$ cat src/cvh_pkg.sv
// Shared types and constants for the convex hull unit.
package cvh_pkg;

  // Controller-to-datapath command group
  typedef enum logic [3:0] {
    OP_NONE,
    OP_LOAD,
    OP_PIV_INIT,
    OP_PIV_STEP,
    OP_SORT_RD,
    OP_SORT_CMP,
    OP_SORT_WR,
    OP_SCAN_RD,
    OP_SCAN_CMP,
    OP_OUT_RD
  } op_t;

  typedef struct packed {
    op_t        op;
    logic [6:0] idx;
    logic [6:0] aux;
  } cmd_t;

  typedef struct packed {
    logic less;   // sort: candidate precedes element
    logic keep;   // scan: strict left turn
  } sts_t;

endpackage

$ cat src/cvh_ctrl.sv
// Controller: load, pivot search, insertion sort, stack scan, output.
module cvh_ctrl #(
  parameter int MAX_POINTS = 64
) (
  input  logic          clk,
  input  logic          rst_n,
  input  logic          in_fire,
  input  logic          in_last,
  output logic          in_rdy,
  input  cvh_pkg::sts_t sts,
  output cvh_pkg::cmd_t cmd,
  output logic          out_vld,
  output logic          out_lst,
  output logic          out_ovf,
  input  logic          out_rdy,
  output logic          out_cap
);
  import cvh_pkg::*;

  typedef enum logic [3:0] {
    S_LOAD, S_PIV, S_PIVW, S_SRD, S_SCMP, S_SWAIT, S_SWR,
    S_KRD, S_KCMP, S_KWAIT, S_KPUSH, S_ORD, S_OWAIT, S_OUT
  } st_t;

  st_t        st_r, st_nxt;
  logic [6:0] n_r, n_nxt, i_r, i_nxt, j_r, j_nxt, d_r, d_nxt, k_r, k_nxt;
  logic [2:0] w_r, w_nxt;
  logic       ovf_r, ovf_nxt, lst_r, lst_nxt;

  always_comb begin
    st_nxt = st_r; n_nxt = n_r; i_nxt = i_r; j_nxt = j_r; d_nxt = d_r;
    k_nxt = k_r; w_nxt = w_r; ovf_nxt = ovf_r; lst_nxt = lst_r;
    cmd = '{op: OP_NONE, idx: 7'd0, aux: 7'd0};
    in_rdy = 1'b0;
    out_vld = 1'b0;
    out_cap = 1'b0;
    case (st_r)
      S_LOAD: begin
        in_rdy = 1'b1;
        if (in_fire) begin
          if (n_r < 7'(MAX_POINTS)) begin
            cmd = '{op: OP_LOAD, idx: n_r, aux: 7'd0};
            n_nxt = n_r + 7'd1;
          end else begin
            ovf_nxt = 1'b1;
          end
          if (in_last) begin
            st_nxt = S_PIV;
            i_nxt = 7'd0;
          end
        end
      end
      S_PIV: begin
        cmd = '{op: (i_r == 7'd0) ? OP_PIV_INIT : OP_PIV_STEP, idx: i_r, aux: 7'd0};
        i_nxt = i_r + 7'd1;
        if (i_r + 7'd1 == n_r) st_nxt = S_PIVW;
      end
      S_PIVW: begin
        st_nxt = S_SRD; i_nxt = 7'd0; j_nxt = 7'd0;
      end
      S_SRD: begin
        if (i_r == n_r) begin
          st_nxt = S_KRD; i_nxt = 7'd0; d_nxt = 7'd0;
        end else begin
          cmd = '{op: OP_SORT_RD, idx: i_r, aux: j_r};
          st_nxt = (j_r == 7'd0) ? S_SWR : S_SCMP;
        end
      end
      S_SCMP: begin
        cmd = '{op: OP_SORT_CMP, idx: i_r, aux: j_r};
        st_nxt = S_SWAIT; w_nxt = 3'd0;
      end
      S_SWAIT: begin
        w_nxt = w_r + 3'd1;
        if (w_r == 3'd3) begin
          if (sts.less) begin
            cmd = '{op: OP_SORT_WR, idx: 7'h40, aux: j_r};
            j_nxt = j_r - 7'd1;
            st_nxt = S_SRD;
            // re-read with new j; SORT_RD reloads candidate point, harmless
          end else begin
            st_nxt = S_SWR;
          end
        end
      end
      S_SWR: begin
        cmd = '{op: OP_SORT_WR, idx: 7'd0, aux: j_r};
        i_nxt = i_r + 7'd1; j_nxt = i_r + 7'd1;
        st_nxt = S_SRD;
      end
      S_KRD: begin
        if (i_r == n_r) begin
          st_nxt = S_ORD; k_nxt = 7'd0;
        end else begin
          cmd = '{op: OP_SCAN_RD, idx: i_r, aux: d_r};
          st_nxt = S_KCMP;
        end
      end
      S_KCMP: begin
        if (d_r > 7'd1) begin
          cmd = '{op: OP_SCAN_CMP, idx: 7'd0, aux: d_r};
          st_nxt = S_KWAIT; w_nxt = 3'd0;
        end else begin
          st_nxt = S_KPUSH;
        end
      end
      S_KWAIT: begin
        // two point reads, operand stage, multiply, compare
        w_nxt = w_r + 3'd1;
        if (w_r == 3'd5) begin
          if (sts.keep) begin
            st_nxt = S_KPUSH;
          end else begin
            d_nxt = d_r - 7'd1;
            st_nxt = S_KRD;
          end
        end
      end
      S_KPUSH: begin
        cmd = '{op: OP_SCAN_CMP, idx: 7'h40, aux: d_r};
        d_nxt = d_r + 7'd1; i_nxt = i_r + 7'd1;
        st_nxt = S_KRD;
      end
      S_ORD: begin
        cmd = '{op: OP_OUT_RD, idx: k_r, aux: 7'd0};
        st_nxt = S_OWAIT; w_nxt = 3'd0;
      end
      S_OWAIT: begin
        // hs read then point read via port 0
        w_nxt = w_r + 3'd1;
        if (w_r == 3'd1) begin
          out_cap = 1'b1;
          lst_nxt = (k_r + 7'd1 == d_r);
          st_nxt = S_OUT;
        end
      end
      S_OUT: begin
        out_vld = 1'b1;
        if (out_rdy) begin
          if (lst_r) begin
            st_nxt = S_LOAD; n_nxt = 7'd0; ovf_nxt = 1'b0;
          end else begin
            k_nxt = k_r + 7'd1; st_nxt = S_ORD;
          end
        end
      end
      default: st_nxt = S_LOAD;
    endcase
  end

  always_ff @(posedge clk) begin
    if (!rst_n) begin
      st_r <= S_LOAD; n_r <= 7'd0; ovf_r <= 1'b0; i_r <= 7'd0; j_r <= 7'd0;
      d_r <= 7'd0; k_r <= 7'd0; w_r <= 3'd0; lst_r <= 1'b0;
    end else begin
      st_r <= st_nxt; n_r <= n_nxt; ovf_r <= ovf_nxt; i_r <= i_nxt; j_r <= j_nxt;
      d_r <= d_nxt; k_r <= k_nxt; w_r <= w_nxt; lst_r <= lst_nxt;
    end
  end

  assign out_lst = lst_r;
  assign out_ovf = ovf_r;

endmodule

$ cat config.mk
export PLATFORM = sky130hd
export DESIGN_NAME = cvh_ctrl
export DESIGN_NICKNAME = d
export VERILOG_FILES = /design/src/cvh_pkg.sv /design/src/cvh_ctrl.sv
export SDC_FILE = /design/constraint.sdc
export NUM_CORES = 1
export LEC_CHECK = 0
export BUFFER_PORTS_ARGS = -buffer_cell sky130_fd_sc_hd__buf_4
export CAP_MARGIN = 20
export CORE_MARGIN = 1.5
export CORE_UTILIZATION = 30
export DETAILED_ROUTE_END_ITERATION = 6
export GPL_ROUTABILITY_DRIVEN = 1
export PLACE_DENSITY_LB_ADDON = 0.3
export SLEW_MARGIN = 0
export SYNTH_ARGS = -nofsm -noshare
export SYNTH_HDL_FRONTEND = slang
export SYNTH_SLANG_ARGS = --single-unit
$ cat constraint.sdc
create_clock -name clk -period 7.25 [get_ports clk]
set_clock_uncertainty 0.05 [all_clocks]
set_input_delay 1.45 -clock clk [delete_from_list [all_inputs] [get_ports clk]]
set_output_delay 1.45 -clock clk [all_outputs]
set_load 0.005 [all_outputs]
==> results of run 1 <==
[state kept, by name, indices dropped and copies added (netlist names)]
name / flops
st_r: 4
k_r: 7
j_r: 7
n_r: 7
w_r: 3
i_r: 7
out_lst: 1
out_ovf: 1
d_r: 7
[power groups by stage]
stage / clock, mW / sequential [mW] / combinational [mW]
3_3_place_gp: 0 / 0.299 / 0.518
5_1_grt: 0.272 / 0.298 / 0.576
4_1_cts: 0.261 / 0.293 / 0.526
6_report: 0.254 / 0.295 / 0.532
3_5_place_dp: 0 / 0.299 / 0.523
2_1_floorplan: 0 / 0.281 / 0.395
[worst max-delay path by stage]
| stage | start | to |
|---|---|---|
| 3_5_place_dp | sts[1] | cmd[2] |
| 2_1_floorplan | in_fire | cmd[14] |
| 6_report | sts[1] | cmd[2] |
| 3_3_place_gp | sts[1] | cmd[2] |
| 4_1_cts | sts[1] | cmd[2] |
| 5_1_grt | i_r[3]$_SDFFE_PN0P_ | cmd[15] |
[layer usage]
metal	GRT usage	share of wire	vias up
li1	-	-	1797
met1	0.227	0.44	1769
met2	0.276	0.45	165
met3	0.0354	0.077	36
met4	0.0759	0.034	0
met5	0	0	-
[metrics by stage]
step	instance area, sq um	hold slack, ns	util
finish	4050	0.425	0.351
detailed placement	3900	0.411	0.337
global route	4050	0.441	0.351
floorplan	3610	0.408	-
CTS	4050	0.426	0.351
global placement	3900	0.413	0.337
[worst max-delay path, cell delays in order]
cell and delay (ns):
buf_4 0.10, nand2_1 0.10, o21ai_0 0.16, nand2_1 0.07
a21oi_1 0.46, a22o_1 0.25, buf_4 0.11
[cell type report]
| class | instances | area, sq um | share of cell area |
|---|---|---|---|
| timing repair buffer | 35 | 263 | 0.0648 |
| multi-input combinational | 382 | 2510 | 0.619 |
| tap | 143 | 179 | 0.0441 |
| sequential | 44 | 881 | 0.217 |
| inverter | 18 | 67.6 | 0.0167 |
| clock buffer | 5 | 125 | 0.0309 |
| clock inverter | 1 | 30.0 | 0.00741 |
[cells in the final DEF (no fill, tap or decap), types with 8 or more instances in the layout]
cell type / synthesis / layout
xor2_1: 12 / 12
ha_1: 11 / 11
nand3_1: 18 / 18
nor3_1: 12 / 12
nor2_1: 38 / 38
nand2_1: 41 / 41
nand2b_1: 13 / 13
inv_1: 16 / 16
a21oi_1: 44 / 44
dfxtp_1: 44 / 44
o22ai_1: 8 / 8
o21ai_0: 31 / 31
a22o_1: 8 / 8
buf_4: 1 / 35
xnor2_1: 15 / 15
[logic make-up (layout without fill, tap and decap cells)]
kind of cell	count (synthesis)	count (layout)	share of synthesized area
compound gates	164	164	0.316
xor+xnor	29	29	0.0762
fa+ha+maj	11	11	0.0381
buf+inv	54	59	0.0634
flops	44	44	0.244
mux	5	5	0.0139
simple gates	173	173	0.249
==> metrics.txt, run 1 <==
part of the power in combinational logic=0.493; Die Area=about 13,000 sq um; Setup TNS=0 ns; fill cell count=1,226; status=completed; DRC Markers=0; Hold Fails Final Rpt=0; Syn Area/Cell=roughly 7.5 sq um; IO Port Bufs=29; Crit Reg-Reg Startpoint=i_r[3]$_SDFFE_PN0P_; Syn Nets=498; TritonCTS clock tree=yes; Reg2Reg Depth=5; worst reg-to-reg setup slack=~4.4 ns; crit start category=primary input; VDD IR-drop max=between 0.1 and 0.15 mV; total routed wirelength=~11,000 um; synth warn=0; max cap viols=0; row cnt=39; CTS resizes=0; first-pass GRT wire length=around 18,000 um; Antenna Diode Count=0; DR WL/cell=17.9 um; boundary pin count=30; most common library cells after synthesis=a21oi_1 (44), dfxtp_1 (44), nand2_1 (41); dpl cells=just over 600; critical path class=in -> out; largest area contributor in the netlist=dfxtp_1; Crit path required time=~5.8 ns; initial cell density of the core=0.312; TritonRoute pass-1 iters=5; Post-synth EDFFs=0; Power Density=267 nW/um^2; clk_lat worst skew=approximately 0.29 ns; internal power=between 0.6 and 0.7 mW; vias=about 3.8k; Finished Layout Cells=628; pre-CTS setup slack=between 3 and 4 ns; leak pwr=between 1 and 1.5 nW; hold worst-path end=out_ovf$_SDFFE_PN0P_; CTS HTree Levels=2; setup bufs post-CTS=0; Clock Pin Slew Worst Setup and Hold Paths=approximately 0.06 ns; Final Power=1.08 mW; Critical Path AT=between 2 and 3 ns; hold-fix buffers at CTS=0; initial antenna violation count=0; synthesized flop and latch total=44; FMAX=roughly 240 MHz; Switching Fraction=0.429; top_reg_cell synth=dfxtp_1; total congestion overflow=0; Hold WC Path Type=reg -> reg; Final nets=about 500; synth top area cells=dfxtp_1 (24%), a21oi_1 (6.1%), o21ai_0 (4.3%), nand2_1 (4.3%), nor2_1 (3.9%); Syn Inst Count=480; area grow syn2layout=12.2%; synthesized area=between 3000 and 4000 sq um; maximum number of pins on one net before global-route repair=36; Routed Antenna Nets=0; Hold Path Origin=out_ovf$_SDFFE_PN0P_; Tcrit/Tclk final=0.577; crit end category=output port; core area=between 10,000 and 15,000 sq um; Worst Hold Depth=2; CP max FO=8; Yosys top cell area share=0.244; Placer Congestion=approximately 0.91; Pins Over Slew Limit=0; final setup fails=0; DRT iter0 DRCs=approximately 320; All-Layer GR Usage=0.173; Post-synth ARST share=0; Root Driver=clkbuf_16; Clock Path Buffers=2; Via density=around 6; Seq pwr share=0.273; Clock Power Share=0.235; min cycle time layout=4.18 ns; RR Endpoint=d_r[6]$_SDFFE_PN0P_; final worst setup slack=3.07 ns; NetSw=around 0.46 mW; sequential-to-total area share from yosys stat=0.244; CTS Buf Count=5; Clock Sinks=44; Max-Slew Margin vs Limit=0.219; Unique masters post-synth=75; vias in the first global route=about 3.4k; fraction of layout cells with a size suffix above 1=0.124; RSZ-0062 raised after global routing=false; Die Y-Extent=113 um; Die Wd=between 100 and 150 um; dpl hpwl=between 8000 and 9000 um; worst slew pin tran=about 1.2 ns
Note: power is estimated with default switching activity, not from simulation.
==> inputs of run 2 (changes only) <==
clock period = 3.6 ns   (was 7.25 ns; I/O delays follow)
==> run 2 against run 1 <==
Against the previous run:
- die area stayed put
- clock power is 110% higher
- via count is 1.1% higher
- sequential power is 110% higher
- largest power group unchanged
- routed wire length is 2.7% higher
- non-clock buffer count is 9 higher
- final cell count is 1.8% higher
- sequential cell count stayed put
- combinational power is 100% higher
==> metrics.txt, run 2 (synthesis gave the netlist of run 1 again) <==
status=completed; Setup TNS=0 ns; fraction of layout cells with a size suffix above 1=0.141; maximum number of pins on one net before global-route repair=25; crit start category=register; clk_lat worst skew=0.29 ns; Die Wd=113 um; Worst Hold Depth=2; Finished Core Util=0.357; Placer Congestion=roughly 0.96; worst slew pin tran=0.869 ns; area of the multi-input gates=2500 sq um; Clock Sinks=between 40 and 50; total congestion overflow=0; Seq pwr share=0.275; final setup fails=0; Pins Over Slew Limit=0; DRT iter0 DRCs=382; row cnt=39; total routed wirelength=roughly 12,000 um; initial cell density of the core=0.312; max cap viols=0; setup bufs post-CTS=0; DR WL/cell=~18 um; Die Area=around 13,000 sq um; Switching Fraction=0.434; Antenna Diode Count=0; register area=881 sq um; Clock Power Share=0.242; Final nets=just over 500; Routed Antenna Nets=0; FMAX=between 200 and 300 MHz; CTS Buf Count=5; TritonCTS clock tree=yes; first-pass GRT wire length=19,000 um; Power Density=around 540 nW/um^2; CP max FO=10; hold-fix buffers at CTS=0; IO Port Bufs=29; Clock Path Buffers=2; part of the power in combinational logic=0.483; internal power=between 1 and 1.5 mW; Die Y-Extent=113 um; VDD IR-drop max=~0.25 mV; Hold Fails Final Rpt=0; Reg2Reg Depth=7; RSZ-0062 raised after global routing=false; dpl hpwl=about 8400 um; TritonRoute pass-1 iters=4; area grow syn2layout=14.4%; critical path class=reg -> out; min cycle time layout=roughly 3.4 ns; crit end category=output port; Critical Path AT=2.59 ns; Hold WC Path Type=reg -> reg; initial antenna violation count=0; fill cell count=around 1.2k; Max-Slew Margin vs Limit=0.416; Tcrit/Tclk final=0.935; Clock Pin Slew Worst Setup and Hold Paths=approximately 0.070 ns; vias=between 3k and 4k; CTS resizes=0; CTS HTree Levels=2; leak pwr=about 1.4 nW; core area=between 10,000 and 15,000 sq um; boundary pin count=30; most frequent cells in the layout=a21oi_1 (44), dfxtp_1 (44), buf_4 (44); vias in the first global route=approximately 3.5k; All-Layer GR Usage=0.183; Via density=a little under 6; Crit path required time=2.83 ns; NetSw=0.966 mW; DRC Markers=0; Root Driver=clkbuf_16
## run 2: cell count changes in the layout (fill, tap and decap cells not counted)
cell        before  now
buf_4           35   44
clkinvlp_4       0    1
nor4bb_2         1    0
inv_6            0    1
nor4bb_1         2    3
## run 2: layout make-up
class                   instances  share of cell area
multi-input cells             382               0.606
flip-flops and latches         44               0.213
repair buffers                 44              0.0800
well taps                     143              0.0433
clock buffers                   5              0.0303
inverters                      18              0.0164
clock inverters                 3              0.0112
## run 2: power by group through the flow
stage / clock, mW / combinational (mW) / sequential [mW]
6_report: 0.538 / 1.08 / 0.612
5_1_grt: 0.571 / 1.17 / 0.623
4_1_cts: 0.551 / 1.06 / 0.609
3_5_place_dp: 0 / 1.05 / 0.619
3_3_place_gp: 0 / 1.05 / 0.619
2_1_floorplan: 0 / 0.795 / 0.566
## run 2: worst paths after layout
path	startpoint	end	slack, ns
setup / recovery	i_r[3]$_SDFFE_PN0P_	cmd[14]	0.24
hold / removal	out_ovf$_SDFFE_PN0P_	out_ovf$_SDFFE_PN0P_	0.42
setup reg to reg	i_r[0]$_SDFFE_PN0P_	st_r[0]$_SDFFE_PN0P_	1.00
hold reg to reg	out_ovf$_SDFFE_PN0P_	out_ovf$_SDFFE_PN0P_	0.42
## run 2: stage by stage
step                      instance area (sq um)  cells  hold slack, ns  setup WS (ns)  power [mW]
final                                      4130    639           0.421          0.236        2.23
after global routing                       4130    639           0.460          0.159        2.36
after CTS                                  4130    639           0.424          0.231        2.22
after detailed placement                   3960    631           0.409          0.555        1.67
after global placement                     3960    631           0.409          0.656        1.67
after floorplan                            3610    480           0.408          0.978        1.36
## run 2: worst max-delay path, cell delays in order, from the launching register on
cell and delay [ns]:
dfxtp_1 0.58, xor2_2 0.17, or4_4 0.57, o21ai_4 0.20, nor3_1 0.10, or4_1 0.52
buf_4 0.16
## run 2: layer usage
layer  share of wire  vias up  GRT usage
li1                -     1820          -
met1            0.48     1849      0.265
met2            0.45      126      0.290
met3           0.050       15     0.0193
met4           0.016        0     0.0506
met5               0        -          0
==> inputs of run 3 (changes only) <==
CORE_UTILIZATION = 50   (was 30)
==> run 3 against run 2 <==
Against the previous run:
- sequential share of layout area rose by 0.73 points
- first-iteration DRC count rose by 9.2%
- routed wire length fell by 11%
- non-clock buffer count shrank 2
- utilization is 22 points higher
- sequential power about the same
- register-to-register slack better by 0.08 ns
- combinational power about the same
- total power shrank 7.3%
- clock-buffer cell count increased by 1
- maximum frequency shrank 0.80%
- die area shrank 39%
- critical path type unchanged
- largest cell class unchanged
- largest power group unchanged
- highest routed layer unchanged
==> metrics.txt, run 3 (synthesis gave the netlist of run 1 again) <==
Final nets=511; Finished Core Util=0.578; Worst Hold Depth=2; worst reg-to-reg setup slack=1.08 ns; Hold Fails Final Rpt=0; final worst setup slack=approximately 0.21 ns; Crit path required time=about 2.8 ns; vias in the first global route=between 3k and 4k; Placer Congestion=roughly 0.96; Setup crit end=cmd[4]; first-pass GRT wire length=16,900 um; initial antenna violation count=0; vias=3,728; Setup TNS=0 ns; most frequent cells in the layout=a21oi_1 (44), dfxtp_1 (44), buf_4 (42); hold-fix buffers at CTS=0; maximum number of pins on one net before global-route repair=24; critical path class=reg -> out; critical path startpoint=i_r[3]$_SDFFE_PN0P_; boundary pin count=30; Clock Path Buffers=2; Tcrit/Tclk final=0.942; total congestion overflow=0; RR Endpoint=st_r[0]$_SDFFE_PN0P_; Reg2Reg Depth=7; Die Wd=between 80 and 90 um; pre-CTS setup slack=between 0.6 and 0.7 ns; DRT iter0 DRCs=roughly 420; Area after DPL=between 3000 and 4000 sq um; Crit Reg-Reg Startpoint=i_r[0]$_SDFFE_PN0P_; max cap viols=0; row cnt=30; clk_lat worst skew=approximately 0.30 ns; Clock Pin Slew Worst Setup and Hold Paths=0.09 ns; CTS resizes=0; Clock Sinks=44; initial cell density of the core=0.523; crit start category=register; FMAX=295 MHz; total routed wirelength=10,300 um; area grow syn2layout=10.6%; CP max FO=10; Power Density=517 nW/um^2; IO Port Bufs=29; Root Driver=clkbuf_8; CTS HTree Levels=2; dpl hpwl=~7500 um; DRC Markers=0; Max-Slew Margin vs Limit=0.499; setup bufs post-CTS=0; TritonCTS clock tree=yes; CTS Buf Count=5; crit end category=output port; core area=6910 sq um; post-route cell area=between 3000 and 4000 sq um; min cycle time layout=3.39 ns; Die Area=7740 sq um; Die Y-Extent=slightly below 90 um; Via density=between 6 and 7; DR WL/cell=approximately 17 um; TritonRoute pass-1 iters=6; status=completed; Pins Over Slew Limit=0; Routed Antenna Nets=0; worst slew pin tran=approximately 0.75 ns; All-Layer GR Usage=0.273; Critical Path AT=roughly 2.6 ns; Fin Hold WS=0.440 ns; fraction of layout cells with a size suffix above 1=0.136; Antenna Diode Count=0; RSZ-0062 raised after global routing=false; VDD IR-drop max=0.471 mV; final setup fails=0; Hold WC Path Type=reg -> reg; leak pwr=about 1.4 nW
==> run 3: cell types whose count changed in the layout (fill, tap and decap cells not counted), sizes merged <==
| cell | before | now |
|---|---|---|
| buf | 44 | 42 |
| clkbuf | 5 | 6 |
| clkinv | 2 | 3 |
| clkinvlp | 1 | 0 |
| inv | 17 | 16 |
==> run 3: area by class of cell <==
class                           instances  area, sq um
Fill cell                             660         2910
Multi-Input combinational cell        382         2500
Sequential cell                        44          881
Timing Repair Buffer                   42          315
Tap cell                               96          120
Clock buffer                            6         72.6
Inverter                               18         67.6
Clock inverter                          2         35.0
==> run 3: critical path: stages, from the launching register on <==
cell,delay (ns)
dfxtp_1,0.57
xor2_2,0.16
or4_4,0.56
o21ai_0,0.37
o21ai_0,0.24
a22o_1,0.28
buf_4,0.13
==> run 3: worst min-delay path by stage <==
| stage | startpoint | to | slack [ns] |
|---|---|---|---|
| final | out_ovf$_SDFFE_PN0P_ | out_ovf$_SDFFE_PN0P_ | 0.44 |
| after global routing | out_ovf$_SDFFE_PN0P_ | out_ovf$_SDFFE_PN0P_ | 0.47 |
| after CTS | out_ovf$_SDFFE_PN0P_ | out_ovf$_SDFFE_PN0P_ | 0.45 |
| after detailed placement | out_ovf$_SDFFE_PN0P_ | out_ovf$_SDFFE_PN0P_ | 0.42 |
| after global placement | out_ovf$_SDFFE_PN0P_ | out_ovf$_SDFFE_PN0P_ | 0.40 |
| after floorplan | j_r[1]$_SDFFE_PN0P_ | j_r[1]$_SDFFE_PN0P_ | 0.41 |
==> run 3: per-layer routing <==
layer  share of wire  vias to the layer above  GRT usage  routed length (um)
met2            0.45                      151      0.433                4620
met3           0.074                       20     0.0424                 757
met1            0.46                     1754      0.383                4700
li1                -                     1803          -                   -
met4           0.018                        0     0.0765                 180
met5               0                        -          0                   0
==> run 3: metrics by stage <==
step                      total power, mW  cells
final                                2.06    590
after global routing                 2.19    590
after CTS                            2.04    590
after detailed placement             1.65    582
after global placement               1.64    582
after floorplan                      1.36    480
==> run 3: power breakdown <==
part           total (mW)  switching [mW]  leakage [nW]  internal, mW
Combinational        1.07           0.651         0.967         0.416
Sequential          0.611          0.0868         0.355         0.525
Clock               0.386           0.179        0.0552         0.206
